===== config.mk =====
export PLATFORM = sky130hd
export DESIGN_NAME = source_byte_tokenizer
export DESIGN_NICKNAME = d
export VERILOG_FILES = /design/src/rtl/sbt_pkg.sv /design/src/rtl/sbt_scan.sv /design/src/rtl/sbt_outq.sv /design/src/rtl/source_byte_tokenizer.sv
export SDC_FILE = /design/constraint.sdc
export NUM_CORES = 2
export LEC_CHECK = 0
export BUFFER_PORTS_ARGS = -buffer_cell sky130_fd_sc_hd__buf_2
export CAP_MARGIN = 5
export CORE_MARGIN = 2
export CORE_UTILIZATION = 28
export CTS_BUF_LIST = sky130_fd_sc_hd__clkbuf_2 sky130_fd_sc_hd__clkbuf_4 sky130_fd_sc_hd__clkbuf_8
export DETAILED_ROUTE_END_ITERATION = 12
export PLACE_DENSITY_LB_ADDON = 0.2
export SYNTH_ARGS = -nofsm -noshare
export SYNTH_HDL_FRONTEND = slang
export SYNTH_SLANG_ARGS = --single-unit

===== constraint.sdc =====
create_clock -name clk -period 22 [get_ports clk]
set_input_delay 0 -clock clk [delete_from_list [all_inputs] [get_ports clk]]
set_output_delay 0 -clock clk [all_outputs]
set_load 0.05 [all_outputs]

===== src/rtl/sbt_pkg.sv =====
//------------------------------------------------------------------------------
// sbt_pkg
// Shared types, token kinds and scan modes of the source byte tokenizer.
//------------------------------------------------------------------------------
`timescale 1ns / 1ps
`default_nettype none
package sbt_pkg;
	localparam int POS_W   = 16;
	localparam int LINE_W  = 16;
	localparam int KW_MAX  = 6;
	localparam int KIND_W  = 6;
	localparam int MODE_W  = 4;
	localparam int MAX_RES = 4;
	localparam int CNT_W   = 3;

	localparam logic [MODE_W-1:0] M_IDLE     = 4'd0;
	localparam logic [MODE_W-1:0] M_IDENT    = 4'd1;
	localparam logic [MODE_W-1:0] M_NUMBER   = 4'd2;
	localparam logic [MODE_W-1:0] M_NUMDOT   = 4'd3;
	localparam logic [MODE_W-1:0] M_FRACTION = 4'd4;
	localparam logic [MODE_W-1:0] M_OP       = 4'd5;
	localparam logic [MODE_W-1:0] M_COMMENT  = 4'd6;
	localparam logic [MODE_W-1:0] M_STRING   = 4'd7;
	localparam logic [MODE_W-1:0] M_STRESC   = 4'd8;
	localparam logic [MODE_W-1:0] M_CHOPEN   = 4'd9;
	localparam logic [MODE_W-1:0] M_CHESC    = 4'd10;
	localparam logic [MODE_W-1:0] M_CHCLOSE  = 4'd11;
	localparam logic [MODE_W-1:0] M_CHSKIP   = 4'd12;

	localparam logic [KIND_W-1:0] K_INT     = 6'd0;
	localparam logic [KIND_W-1:0] K_FLOAT   = 6'd1;
	localparam logic [KIND_W-1:0] K_STRING  = 6'd2;
	localparam logic [KIND_W-1:0] K_CHAR    = 6'd3;
	localparam logic [KIND_W-1:0] K_IDENT   = 6'd4;
	localparam logic [KIND_W-1:0] K_RETURN  = 6'd5;
	localparam logic [KIND_W-1:0] K_BUFFER  = 6'd6;
	localparam logic [KIND_W-1:0] K_KWCHAR  = 6'd7;
	localparam logic [KIND_W-1:0] K_KWINT   = 6'd8;
	localparam logic [KIND_W-1:0] K_INT64   = 6'd9;
	localparam logic [KIND_W-1:0] K_KWFLOAT = 6'd10;
	localparam logic [KIND_W-1:0] K_BOOL    = 6'd11;
	localparam logic [KIND_W-1:0] K_KWSTR   = 6'd12;
	localparam logic [KIND_W-1:0] K_IF      = 6'd13;
	localparam logic [KIND_W-1:0] K_ELSIF   = 6'd14;
	localparam logic [KIND_W-1:0] K_ELSE    = 6'd15;
	localparam logic [KIND_W-1:0] K_WHILE   = 6'd16;
	localparam logic [KIND_W-1:0] K_TRUE    = 6'd18;
	localparam logic [KIND_W-1:0] K_FALSE   = 6'd19;
	localparam logic [KIND_W-1:0] K_COMMA   = 6'd20;
	localparam logic [KIND_W-1:0] K_SEMI    = 6'd35;
	localparam logic [KIND_W-1:0] K_LPAREN  = 6'd31;
	localparam logic [KIND_W-1:0] K_RPAREN  = 6'd32;
	localparam logic [KIND_W-1:0] K_LBRACE  = 6'd33;
	localparam logic [KIND_W-1:0] K_RBRACE  = 6'd34;
	localparam logic [KIND_W-1:0] K_EOF     = 6'd36;
	localparam logic [KIND_W-1:0] K_INVALID = 6'd37;
	localparam logic [KIND_W-1:0] K_LBRACK  = 6'd38;
	localparam logic [KIND_W-1:0] K_RBRACK  = 6'd39;
	localparam logic [KIND_W-1:0] K_DOT     = 6'd44;

	typedef struct packed {
		logic [KIND_W-1:0] kind;
		logic [POS_W-1:0]  start;
		logic [POS_W-1:0]  len;
		logic [LINE_W-1:0] line;
		logic [LINE_W-1:0] col;
		logic              err;
		logic              src_err;
		logic              last;
	} tok_t;

	typedef struct packed {
		logic [CNT_W-1:0] count;
		tok_t [MAX_RES-1:0] tok;
	} tok_group_t;

	function automatic logic [KIND_W-1:0] op_kind(input logic [7:0] c, input logic twice);
		logic [KIND_W-1:0] k;
		case (c)
			8'h2B:   k = twice ? 6'd22 : 6'd21;
			8'h2D:   k = twice ? 6'd24 : 6'd23;
			8'h2A:   k = twice ? 6'd26 : 6'd25;
			8'h2F:   k = twice ? 6'd28 : 6'd27;
			8'h3D:   k = twice ? 6'd30 : 6'd29;
			8'h3E:   k = twice ? 6'd42 : 6'd40;
			default: k = twice ? 6'd43 : 6'd41;
		endcase
		return k;
	endfunction

	// Compare the stored identifier prefix against the keyword list.
	function automatic logic [KIND_W-1:0] kw_kind(input logic [8*KW_MAX-1:0] p,
			input logic [POS_W-1:0] n);
		logic [KIND_W-1:0] k;
		k = K_IDENT;
		case (n)
			16'd2: if (p[15:0] == 16'h6669) k = K_IF;
			16'd3: if (p[23:0] == 24'h746E69) k = K_KWINT;
			16'd4: begin
				if (p[31:0] == 32'h72616863) k = K_KWCHAR;
				else if (p[31:0] == 32'h6C6F6F62) k = K_BOOL;
				else if (p[31:0] == 32'h65736C65) k = K_ELSE;
				else if (p[31:0] == 32'h65757274) k = K_TRUE;
			end
			16'd5: begin
				if (p[39:0] == 40'h74616F6C66) k = K_KWFLOAT;
				else if (p[39:0] == 40'h3436746E69) k = K_INT64;
				else if (p[39:0] == 40'h6669736C65) k = K_ELSIF;
				else if (p[39:0] == 40'h656C696877) k = K_WHILE;
				else if (p[39:0] == 40'h65736C6166) k = K_FALSE;
			end
			16'd6: begin
				if (p[47:0] == 48'h726566667562) k = K_BUFFER;
				else if (p[47:0] == 48'h676E69727473) k = K_KWSTR;
				else if (p[47:0] == 48'h6E7275746572) k = K_RETURN;
			end
			default: k = K_IDENT;
		endcase
		return k;
	endfunction
endpackage
`default_nettype wire


===== src/rtl/sbt_scan.sv =====
//------------------------------------------------------------------------------
// sbt_scan
// Scanner state and next-state logic; produces up to three tokens per request.
//------------------------------------------------------------------------------
`timescale 1ns / 1ps
`default_nettype none
module sbt_scan import sbt_pkg::*; (
	input  wire logic       clk,
	input  wire logic       arst_n,
	input  wire logic       take,
	input  wire logic       cmd,
	input  wire logic [7:0] byte_value,
	output tok_group_t      grp
);
	localparam logic [POS_W-1:0]  PMAX = '1;
	localparam logic [LINE_W-1:0] LMAX = '1;

	logic [MODE_W-1:0] mode_q, mode_d;
	logic [7:0]        pend_q, pend_d;
	logic [POS_W-1:0]  coff_q, coff_d, tstart_q, tstart_d, cb0_q, cb0_d, len_q, len_d;
	logic [LINE_W-1:0] cline_q, cline_d, ccol_q, ccol_d, tline_q, tline_d;
	logic [LINE_W-1:0] tcol_q, tcol_d, cb1_q, cb1_d;
	logic [8*KW_MAX-1:0] kwp_q, kwp_d;
	logic [1:0]        ef_q, ef_d;

	tok_group_t g;
	logic [7:0] b;
	logic alpha, digit, ws, goodesc, idle_go;
	logic [POS_W-1:0] off_inc, len_inc;

	function automatic logic [POS_W-1:0] pinc(input logic [POS_W-1:0] v);
		return (v == PMAX) ? v : v + 1'b1;
	endfunction

	always_comb begin
		b = byte_value;
		alpha = (b >= 8'h61 && b <= 8'h7A) || (b >= 8'h41 && b <= 8'h5A) || b == 8'h5F;
		digit = b >= 8'h30 && b <= 8'h39;
		ws = b == 8'h20 || b == 8'h09 || b == 8'h0D || b == 8'h0A;
		goodesc = b == 8'h6E || b == 8'h74 || b == 8'h72 || b == 8'h30 || b == 8'h5C
			|| b == 8'h22 || b == 8'h27;
		off_inc = pinc(coff_q);
		len_inc = pinc(len_q);
	end

	always_comb begin
		mode_d = mode_q; pend_d = pend_q; coff_d = coff_q; cline_d = cline_q;
		ccol_d = ccol_q; tstart_d = tstart_q; tline_d = tline_q; tcol_d = tcol_q;
		cb0_d = cb0_q; cb1_d = cb1_q; kwp_d = kwp_q; ef_d = ef_q; len_d = len_q;
		g = '0;
		idle_go = 1'b0;
		if (cmd) begin
			// Flush the open token, then close the source.
			case (mode_q)
				M_IDENT: begin
					g.tok[g.count] = '{kw_kind(kwp_q, len_q), tstart_q, len_q, tline_q,
						tcol_q, ef_q[0], 1'b0, 1'b0};
					g.count = g.count + 1'b1;
				end
				M_NUMBER, M_FRACTION: begin
					g.tok[g.count] = '{(mode_q == M_NUMBER) ? K_INT : K_FLOAT, tstart_q,
						len_q, tline_q, tcol_q, ef_q[0], 1'b0, 1'b0};
					g.count = g.count + 1'b1;
				end
				M_NUMDOT: begin
					g.tok[0] = '{K_INT, tstart_q, len_q, tline_q, tcol_q, ef_q[0], 1'b0, 1'b0};
					g.tok[1] = '{K_DOT, cb0_q, 16'd1, tline_q, cb1_q, 1'b0, 1'b0, 1'b0};
					g.count = 3'd2;
				end
				M_OP: begin
					g.tok[0] = '{op_kind(pend_q, 1'b0), tstart_q, len_q, tline_q, tcol_q,
						ef_q[0], 1'b0, 1'b0};
					g.count = 3'd1;
				end
				M_STRING, M_STRESC, M_CHOPEN, M_CHESC, M_CHCLOSE: begin
					g.tok[0] = '{K_INVALID, cb0_q, len_q, tline_q, tcol_q, 1'b1, 1'b0, 1'b0};
					g.count = 3'd1;
				end
				default: ;
			endcase
			g.tok[g.count] = '{K_EOF, coff_q, '0, cline_q, ccol_q, 1'b0,
				ef_q[1] | (g.count != 3'd0 && g.tok[0].err) | (g.count == 3'd2 && g.tok[1].err),
				1'b0};
			g.count = g.count + 1'b1;
			mode_d = M_IDLE; pend_d = '0; coff_d = '0; cline_d = 16'd1; ccol_d = 16'd1;
			tstart_d = '0; tline_d = 16'd1; tcol_d = 16'd1; cb0_d = '0; cb1_d = '0;
			kwp_d = '0; ef_d = '0; len_d = '0;
		end else begin
			case (mode_q)
				M_IDENT: begin
					if (alpha || digit) begin
						case (len_q)
							16'd1: kwp_d[15:8] = b;
							16'd2: kwp_d[23:16] = b;
							16'd3: kwp_d[31:24] = b;
							16'd4: kwp_d[39:32] = b;
							16'd5: kwp_d[47:40] = b;
							default: ;
						endcase
						len_d = len_inc;
					end else begin
						g.tok[0] = '{kw_kind(kwp_q, len_q), tstart_q, len_q, tline_q, tcol_q,
							ef_q[0], 1'b0, 1'b0};
						g.count = 3'd1;
						idle_go = 1'b1;
					end
				end
				M_NUMBER: begin
					if (digit) len_d = len_inc;
					else if (b == 8'h2E) begin
						cb0_d = coff_q; cb1_d = ccol_q; mode_d = M_NUMDOT;
					end else begin
						g.tok[0] = '{K_INT, tstart_q, len_q, tline_q, tcol_q, ef_q[0], 1'b0, 1'b0};
						g.count = 3'd1;
						idle_go = 1'b1;
					end
				end
				M_NUMDOT: begin
					if (digit) begin
						len_d = pinc(len_inc); mode_d = M_FRACTION;
					end else begin
						g.tok[0] = '{K_INT, tstart_q, len_q, tline_q, tcol_q, ef_q[0], 1'b0, 1'b0};
						g.tok[1] = '{K_DOT, cb0_q, 16'd1, tline_q, cb1_q, 1'b0, 1'b0, 1'b0};
						g.count = 3'd2;
						idle_go = 1'b1;
					end
				end
				M_FRACTION: begin
					if (digit) len_d = len_inc;
					else begin
						g.tok[0] = '{K_FLOAT, tstart_q, len_q, tline_q, tcol_q, ef_q[0], 1'b0, 1'b0};
						g.count = 3'd1;
						idle_go = 1'b1;
					end
				end
				M_OP: begin
					if (pend_q == 8'h2F && b == 8'h2F) mode_d = M_COMMENT;
					else if (b == 8'h3D) begin
						len_d = 16'd2;
						g.tok[0] = '{op_kind(pend_q, 1'b1), tstart_q, 16'd2, tline_q, tcol_q,
							ef_q[0], 1'b0, 1'b0};
						g.count = 3'd1;
						mode_d = M_IDLE;
					end else begin
						g.tok[0] = '{op_kind(pend_q, 1'b0), tstart_q, len_q, tline_q, tcol_q,
							ef_q[0], 1'b0, 1'b0};
						g.count = 3'd1;
						idle_go = 1'b1;
					end
				end
				M_COMMENT: if (b == 8'h0A) mode_d = M_IDLE;
				M_STRING: begin
					if (b == 8'h22) begin
						g.tok[0] = '{K_STRING, cb0_q, len_q, tline_q, tcol_q, ef_q[0], 1'b0, 1'b0};
						g.count = 3'd1;
						mode_d = M_IDLE;
					end else if (b == 8'h0A) begin
						g.tok[0] = '{K_INVALID, cb0_q, len_q, tline_q, tcol_q, 1'b1, 1'b0, 1'b0};
						g.count = 3'd1;
						idle_go = 1'b1;
					end else begin
						len_d = len_inc;
						if (b == 8'h5C) mode_d = M_STRESC;
					end
				end
				M_STRESC: begin
					if (!goodesc) ef_d[0] = 1'b1;
					len_d = len_inc; mode_d = M_STRING;
				end
				M_CHOPEN: begin
					len_d = 16'd1;
					mode_d = (b == 8'h5C) ? M_CHESC : M_CHCLOSE;
				end
				M_CHESC: begin
					if (!goodesc) ef_d[0] = 1'b1;
					len_d = 16'd2; mode_d = M_CHCLOSE;
				end
				M_CHCLOSE: begin
					g.count = 3'd1;
					if (b == 8'h27) begin
						g.tok[0] = '{K_CHAR, cb0_q, len_q, tline_q, tcol_q, ef_q[0], 1'b0, 1'b0};
						mode_d = M_IDLE;
					end else begin
						g.tok[0] = '{K_INVALID, cb0_q, len_q, tline_q, tcol_q, 1'b1, 1'b0, 1'b0};
						ef_d[0] = 1'b1;
						if (b == 8'h0A) idle_go = 1'b1;
						else mode_d = M_CHSKIP;
					end
				end
				M_CHSKIP: begin
					if (b == 8'h27) mode_d = M_IDLE;
					else if (b == 8'h0A) idle_go = 1'b1;
				end
				default: idle_go = 1'b1;
			endcase
			// Fold emitted token errors into the source flag.
			if ((g.count != 3'd0 && g.tok[0].err) || (g.count == 3'd2 && g.tok[1].err))
				ef_d[1] = 1'b1;
			if (idle_go) begin
				mode_d = M_IDLE;
				if (!ws) begin
					tstart_d = coff_q; tline_d = cline_q; tcol_d = ccol_q;
					len_d = 16'd1; ef_d[0] = 1'b0;
					if (alpha) begin
						kwp_d = {40'd0, b}; mode_d = M_IDENT;
					end else if (digit) mode_d = M_NUMBER;
					else if (b == 8'h22 || b == 8'h27) begin
						len_d = '0; cb0_d = off_inc;
						mode_d = (b == 8'h22) ? M_STRING : M_CHOPEN;
					end else if (b inside {8'h2B, 8'h2D, 8'h2A, 8'h2F, 8'h3D, 8'h3E, 8'h3C}) begin
						pend_d = b; mode_d = M_OP;
					end else begin
						g.tok[g.count] = '{K_INVALID, coff_q, 16'd1, cline_q, ccol_q, 1'b0,
							1'b0, 1'b0};
						case (b)
							8'h2E: g.tok[g.count].kind = K_DOT;
							8'h2C: g.tok[g.count].kind = K_COMMA;
							8'h3B: g.tok[g.count].kind = K_SEMI;
							8'h28: g.tok[g.count].kind = K_LPAREN;
							8'h29: g.tok[g.count].kind = K_RPAREN;
							8'h7B: g.tok[g.count].kind = K_LBRACE;
							8'h7D: g.tok[g.count].kind = K_RBRACE;
							8'h5B: g.tok[g.count].kind = K_LBRACK;
							8'h5D: g.tok[g.count].kind = K_RBRACK;
							default: begin
								g.tok[g.count].err = 1'b1;
								ef_d = 2'b11;
							end
						endcase
						g.count = g.count + 1'b1;
					end
				end
			end
			coff_d = off_inc;
			if (b == 8'h0A) begin
				cline_d = (cline_q == LMAX) ? cline_q : cline_q + 1'b1;
				ccol_d = 16'd1;
			end else ccol_d = (ccol_q == LMAX) ? ccol_q : ccol_q + 1'b1;
		end
		if (g.count != 3'd0) g.tok[g.count - 1'b1].last = 1'b1;
	end

	assign grp = g;

	always_ff @(posedge clk or negedge arst_n) begin
		if (!arst_n) begin
			mode_q <= M_IDLE; pend_q <= '0; coff_q <= '0; cline_q <= 16'd1;
			ccol_q <= 16'd1; tstart_q <= '0; tline_q <= 16'd1; tcol_q <= 16'd1;
			cb0_q <= '0; cb1_q <= '0; kwp_q <= '0; ef_q <= '0; len_q <= '0;
		end else if (take) begin
			mode_q <= mode_d; pend_q <= pend_d; coff_q <= coff_d; cline_q <= cline_d;
			ccol_q <= ccol_d; tstart_q <= tstart_d; tline_q <= tline_d; tcol_q <= tcol_d;
			cb0_q <= cb0_d; cb1_q <= cb1_d; kwp_q <= kwp_d; ef_q <= ef_d; len_q <= len_d;
		end
	end
endmodule
`default_nettype wire


===== src/rtl/sbt_outq.sv =====
//------------------------------------------------------------------------------
// sbt_outq
// Token queue: a ring of DEPTH tokens that drains one per cycle while stall is low.
//------------------------------------------------------------------------------
`timescale 1ns / 1ps
`default_nettype none
module sbt_outq import sbt_pkg::*; (
	input  wire logic clk,
	input  wire logic arst_n,
	input  wire logic push,
	input  tok_group_t grp,
	output logic      room,
	output logic      valid,
	input  wire logic stall,
	output tok_t      head
);
	localparam int DEPTH = 8;
	localparam int AW = 3;
	tok_t mem_q [DEPTH];
	logic [AW-1:0] rd_q, wr_q;
	logic [AW:0]   cnt_q;
	logic pop;

	assign valid = cnt_q != '0;
	assign head  = mem_q[rd_q];
	assign pop   = valid && !stall;
	// Room for a full group of four, even if none drains.
	assign room  = cnt_q <= (AW+1)'(DEPTH - MAX_RES);

	always_ff @(posedge clk) begin
		if (push)
			for (int i = 0; i < MAX_RES; i++)
				if (i < int'(grp.count)) mem_q[wr_q + AW'(i)] <= grp.tok[i];
	end

	always_ff @(posedge clk or negedge arst_n) begin
		if (!arst_n) begin
			rd_q <= '0; wr_q <= '0; cnt_q <= '0;
		end else begin
			if (pop) rd_q <= rd_q + 1'b1;
			if (push) wr_q <= wr_q + grp.count;
			cnt_q <= cnt_q + (push ? {1'b0, grp.count} : '0) - {{AW{1'b0}}, pop};
		end
	end
endmodule
`default_nettype wire


===== src/rtl/source_byte_tokenizer.sv =====
// Source byte tokenizer.
// Output: a token is written to the queue as its request is accepted.
// Throughput: one request per cycle while the queue holds four tokens or fewer;
// a request yields up to three tokens, which leave one per cycle while out_stall
// is low, from an eight-entry token queue.
// Reset: arst_n clears the scanner to line 1, column 1, and empties the queue.
//------------------------------------------------------------------------------
// source_byte_tokenizer
// Top level: scanner plus token queue with valid/stall handshakes.
//------------------------------------------------------------------------------
`timescale 1ns / 1ps
`default_nettype none
module source_byte_tokenizer import sbt_pkg::*; (
	input  wire logic              clk,
	input  wire logic              arst_n,
	input  wire logic              in_valid,
	output logic                   in_stall,
	input  wire logic              cmd,
	input  wire logic [7:0]        byte_value,
	output logic                   out_valid,
	input  wire logic              out_stall,
	output logic [KIND_W-1:0]      token_kind,
	output logic [POS_W-1:0]       start_offset,
	output logic [POS_W-1:0]       token_length,
	output logic [LINE_W-1:0]      line_number,
	output logic [LINE_W-1:0]      column_number,
	output logic                   token_error,
	output logic                   source_had_error,
	output logic                   last_of_run
);
	tok_group_t grp;
	tok_t       head;
	logic       room, take;

	// Stall the source only when the queue could not hold a full group.
	assign in_stall = !room;
	assign take = in_valid && room;

	sbt_scan u_scan (.clk, .arst_n, .take, .cmd, .byte_value, .grp);

	// Push every accepted request; groups with no tokens just pass through.
	sbt_outq u_outq (.clk, .arst_n, .push(take), .grp, .room, .valid(out_valid),
		.stall(out_stall), .head);

	assign token_kind       = head.kind;
	assign start_offset     = head.start;
	assign token_length     = head.len;
	assign line_number      = head.line;
	assign column_number    = head.col;
	assign token_error      = head.err;
	assign source_had_error = head.src_err;
	assign last_of_run      = head.last;
endmodule
`default_nettype wire


-- Yosys cells after proc, flatten, opt, wreduce, memory -nomap -nowiden
Memories as Yosys holds them, arrays and structs flattened.
Index checks and enable logic that the tools add are counted.
- flip-flop bits (word level): 216
- memory bits (writable): 584
- input bits: 13
- output and inout port bits: 75
- logic and storage cells: 402
- memories kept: 1
- memory list (memory ; depth ; bits a word ; read ports ; clocked after Yosys merged registers in ; write ports ; RTL line ; source):
    u_outq.mem_q ; 8 ; 73 ; 1 ; 0 ; 3 ; sbt_outq.sv:19 ; tok_t mem_q [DEPTH];
- add/sub/neg operators: 15
- $lt $le $gt $ge: 17
- equality and inequality tests: 88
- muxes and demuxes: 205
- bitwise operators: 2
- reduce and logical (&&, ||, !) cells: 57
- operators by type and width (cell ; count):
    bitwise mux 292 bit ; 13
    one-hot mux 292 bit (9 select lines) ; 1
    two-way mux 295 bit ; 7
    two-way mux 73 bit ; 17
    demux 73 bit (select 2 bit) ; 5
    two-way mux 16 bit ; 44
    one-hot mux 73 bit (7 select lines) ; 1
    one-hot mux 73 bit (5 select lines) ; 1
    two-way mux 292 bit ; 1
    two-way mux 48 bit ; 4
    == test 8 x 6 -> 1 bit, second input constant ; 22
    == test 40 x 39 -> 1 bit, second input constant ; 4
    two-way mux 146 bit ; 1
    == test 48 x 47 -> 1 bit, second input constant ; 3
    == test 32 x 31 -> 1 bit, second input constant ; 4
    one-hot mux 16 bit (8 select lines) ; 1
    two-way mux 8 bit ; 12
    two-way mux 4 bit ; 22
    adder 16 x 1 -> 16 bit, second input constant ; 5
    == test 16 bit, second input constant ; 5
    two-way mux 40 bit ; 2
    OR reduction 73 bit ; 1
    == test 8 x 7 -> 1 bit, second input constant ; 9
    one-hot mux 6 bit (6 select lines) ; 2
    64 further kinds ; 197

-- Logic depth before layout (Yosys ltp)
- depth in word-level cells: 30
- depth in mapped cells: 22
- gate-level depth less buffers: 17

-- Modules after synthesis
A second synthesis with hierarchy kept.
- cell total of the unflattened synthesis: 6274
- area, all modules: 56848.3 um^2
- by module, submodules not included (module ; times used ; cells each ; area an instance (um^2)):
    sbt_outq ; 1 ; 3925 ; 39142.5
    sbt_scan ; 1 ; 2347 ; 17695.7
    source_byte_tokenizer ; 1 ; 2 ; 10.0

-- Worst setup path after synthesis
OpenSTA, ideal clock, no wires.
- path kind: register to register
- from: register u_scan.pend_q[7]
- to: memory u_outq.mem_q[2][0] in the netlist's numbering, enable pin
- arrival time: 6747 ps
- data required time: 21487 ps
- setup slack: 14740 ps
- stages on the path, launching flop included: 19
- buffers on the path: 3
- cell sequence: dfrtp_1 or4bb_1 or4_1 buf_2 nand2_4 nand4_1 nor2_1 inv_1 ha_1 nand2_1 nor2_1 o211ai_2 nand2_2 buf_4 clkinv_2 buf_6 a2bb2oi_1 o32a_1 o21ai_1
- RTL lines (what ; RTL line ; source):
    from (decl) ; sbt_scan.sv:19 ; logic [7:0] pend_q, pend_d;
    from (signal assigned) ; sbt_scan.sv:251 ; mode_q <= mode_d; pend_q <= pend_d; coff_q <= coff_d; cline_q <= cline_d;
    to (decl) ; sbt_outq.sv:19 ;

==> run metrics <==
status=completed; drc violations=0; critical path, cell by cell=buf_4 -> nand4bb_1 -> inv_2 -> o21ai_1 -> inv_1 -> ha_1 -> nand2_1 -> a2111oi_2 -> o21ai_0 -> o22ai_1 -> a32oi_1 -> o21ai_4 -> buf_4 -> buf_4; ys async rst share=0.2700; Vias per Instance=slightly below 6; DR vias=roughly 44000; area leader, netlist=edfxtp_1; die area=approximately 0.18 mm^2; gr usage total=0.2246; post-layout util=0.3172; Critical Path AT=7490 ps; top-area cell type share of the netlist area=0.3582; IO Pins=88; Most common cell on crit path=buf_4; Rows=between 150 and 200; clock-pin slew of the registers on the worst-case setup and hold paths=60 ps; Yosys warnings=0; # nets final=5023; core area=0.1738 mm^2; area post-placement=between 0.05 and 0.06 mm^2; Critical Path Max Stage Delay=about 840 ps; CP delay by family, top=compound AO/OA/AOI/OAI gates; WP data required=around 23000 ps; Syn Inst Count=between 5000 and 6000; average size of a mapped cell=between 9 and 10 um^2; most frequent cells in the layout=nor2_1, edfxtp_1, nand2_1; Worst setup SP type=flop; Final Hold Viols=0; slew margin rel.=0.1100; Initial Utilization=0.2817; CP Buf/Inv Count=5; Area Overhead vs Synth=12.62%; Die Y=422.2 um; CTS tree=built; global-route wire length before repair=299.5 mm; post-DR wirelength/cell=approximately 28 um; Port Buffer Count=87; Total Negative Setup Slacks=0 ps; top cells by area, synth=edfxtp_1, dfrtp_1, mux4_2, nor2_1, nand2_1; sequential fraction of the synthesis area=0.4687; Num Clock Sinks=800; Design Area, Final=about 0.055 mm^2; RSZ-0062 raised after global routing=no; CP Max Fanout=31; Net Count, Synth=slightly above 5000; Die X=422.2 um; Top FF cell, synth=edfxtp_1; DRT Pass-1 Iters=8; Final setup viols=0; initial antenna violation count=6; worst setup path category=reg2reg; DP Wirelength=~130 mm; maximum vdd drop=around 92 uV; Yosys reg bits=800; vias in the first global route=~43000; fin crit period=slightly below 7000 ps; grt ovf=0; Iter 0 DRT Violations=approximately 5400; Final Skew=64.15 ps; fmax=around 140 MHz; Final Cycle Share=0.3163; root cell of the clock tree=clkbuf_8; slowest CP cell=o21ai_4; Slew @ Worst Pin=~1300 ps; GP Congestion=0.9237; max_cap viols=0; total CTS buffers=~160; PwrDens=between 100 and 150 mW/mm^2; Clk Latency, worst-skew pair=930 ps; crit end category=flop; Post-Synthesis Cell Area=between 0.04 and 0.05 mm^2; Pleak=between 15 and 20 nW; worst hold-check path type=in2reg; total wire length=just over 200 mm; max-slew violation count=0; Fill cells=18076; Clock Path Buffers=3; H-tree levels=4; most common cell after layout, fill and taps aside=nor2_1; layout cells sized above 1=0.1611; Routed Antenna Nets=0; post-synthesis cell type count=between 100 and 150; Post-synth EDFFs=slightly below 600; largest net degree at the start of global routing=between 100 and 150
kinds of logic (layout without fill, tap and decap cells):
| group | count (synthesis) | in the layout | share of synthesized area |
|---|---|---|---|
| compound gates | 1551 | 1551 | 0.2061 |
| xor+xnor | 47 | 47 | 0.008408 |
| fa+ha+maj | 29 | 29 | 0.007718 |
| buf+inv | 513 | 583 | 0.04393 |
| flops | 800 | 800 | 0.4687 |
| mux | 268 | 268 | 0.09415 |
| other cells | 0 | 2 | 0 |
| simple gates | 1832 | 1832 | 0.1709 |
through the flow:
| stage | setup slack (ps) | hold WS, ps | instances | power (mW) |
|---|---|---|---|---|
| finish | 15040 | 110.3 | 7437 | 6.603 |
| global route | 14730 | 66.40 | 7436 | 6.899 |
| CTS | 15130 | 7.356 | 7435 | 6.632 |
| detailed placement | 15130 | 25.42 | 7132 | 5.043 |
| global placement | 15140 | 19.26 | 7132 | 5.028 |
| floorplan | 14740 | -295.6 | 5040 | 4.056 |
what timing repair did:
action / in CTS / in global routing
hold buffers: 15 / 0
resized for setup: 0 / 0
setup buffers: 0 / 0
endpoints found under the hold margin: 283 / 0
cell usage after synthesis (13+ instances only):
cell         n
a21o_1      13
xnor2_1     25
o221a_2     20
inv_1       59
a2bb2oi_1   19
buf_4       20
or3_1       21
nor4bb_1    15
a211oi_1    19
nand2_1    502
a22o_1      80
o22a_1      21
nor4_1      27
mux2i_1     42
mux4_2     146
o21ai_0    267
o21ai_1    187
dfrtp_1    212
buf_1       32
o31ai_1     42
nor2_1     708
nand2b_1    15
a21oi_1    176
edfxtp_1   584
ha_1        27
a22oi_1     53
o22ai_1    285
a31oi_1    160
or4_1       17
nand4_1     51
nor3_1      91
or2_2       13
o211ai_1    33
mux2_2      79
nor2b_1     22
xor2_1      22
buf_2      107
and2_1      41
clkbuf_1   283
nand3_1    208
a32o_1      33
and3_1      19
final cells by class:
cell class                      instances  area, um^2  share of cell area
Inverter                               69       260.3            0.004720
Tap cell                             2325        2909             0.05276
Clock inverter                         44       274.0            0.004970
Timing Repair Buffer                  226        1572             0.02850
Antenna cell                            2       5.005          0.00009077
Multi-Input combinational cell       3727       24240              0.4396
Clock buffer                          244        2920             0.05296
Sequential cell                       800       22960              0.4164
final timing paths:
check                      depth (start not counted)  slack (ps)                             to                         start
setup / recovery                                  14       15040  u_outq.mem_q[4][24]$_DFFE_PP_  u_scan.mode_q[2]$_DFFE_PN0P_
hold / removal                                     3         110    u_scan.kwp_q[3]$_DFFE_PN0P_                           cmd
setup reg to reg                                  14       15040  u_outq.mem_q[4][24]$_DFFE_PP_  u_scan.mode_q[2]$_DFFE_PN0P_
hold reg to reg                                    2         480    u_scan.cb1_q[7]$_DFFE_PN0P_   u_scan.cb1_q[7]$_DFFE_PN0P_
max in group asynchronous                          5       20470   u_scan.ccol_q[2]$_DFFE_PN0P_                        arst_n
min in group asynchronous                          3         290  u_scan.cline_q[0]$_DFFE_PN1P_                        arst_n
report_power, final:
| group | switching, mW | internal, mW |
|---|---|---|
| clock | 0.721 | 0.849 |
| sequential | 0.181 | 1.91 |
| combinational | 2.00 | 0.943 |
| total | 2.91 | 3.70 |
registers in the layout (all words and copies together) (netlist names):
name and flops:
u_outq.cnt_q 4, u_scan.tstart_q 16, u_outq.rd_q 3, u_scan.mode_q 4, u_scan.cline_q 16, u_scan.cb1_q 16
u_scan.cb0_q 16, u_outq.wr_q 3, u_scan.ccol_q 16, u_scan.len_q 16, u_scan.coff_q 16, u_scan.pend_q 8
u_scan.ef_q 2, u_scan.tcol_q 16, u_scan.tline_q 16, u_scan.kwp_q 48, u_outq.mem_q 584
worst reg2reg max path: stages, from the launching register on:
cell	delay [ps]
dfrtp_1	350
buf_4	230
nand4bb_1	680
inv_2	550
o21ai_1	400
inv_1	350
ha_1	250
nand2_1	110
a2111oi_2	780
o21ai_0	340
o22ai_1	270
a32oi_1	250
o21ai_4	840
buf_4	570
buf_4	620
routing by layer:
metal,share of wire,wire (um),global-route usage,vias to the layer above
met5,0,0,0,-
met1,0.43,87960,0.3059,21844
li1,-,-,-,19185
met2,0.46,93890,0.3534,2169
met4,0.035,7228,0.08405,0
met3,0.080,16510,0.04208,420
Power figures use the tool's default switching activity.
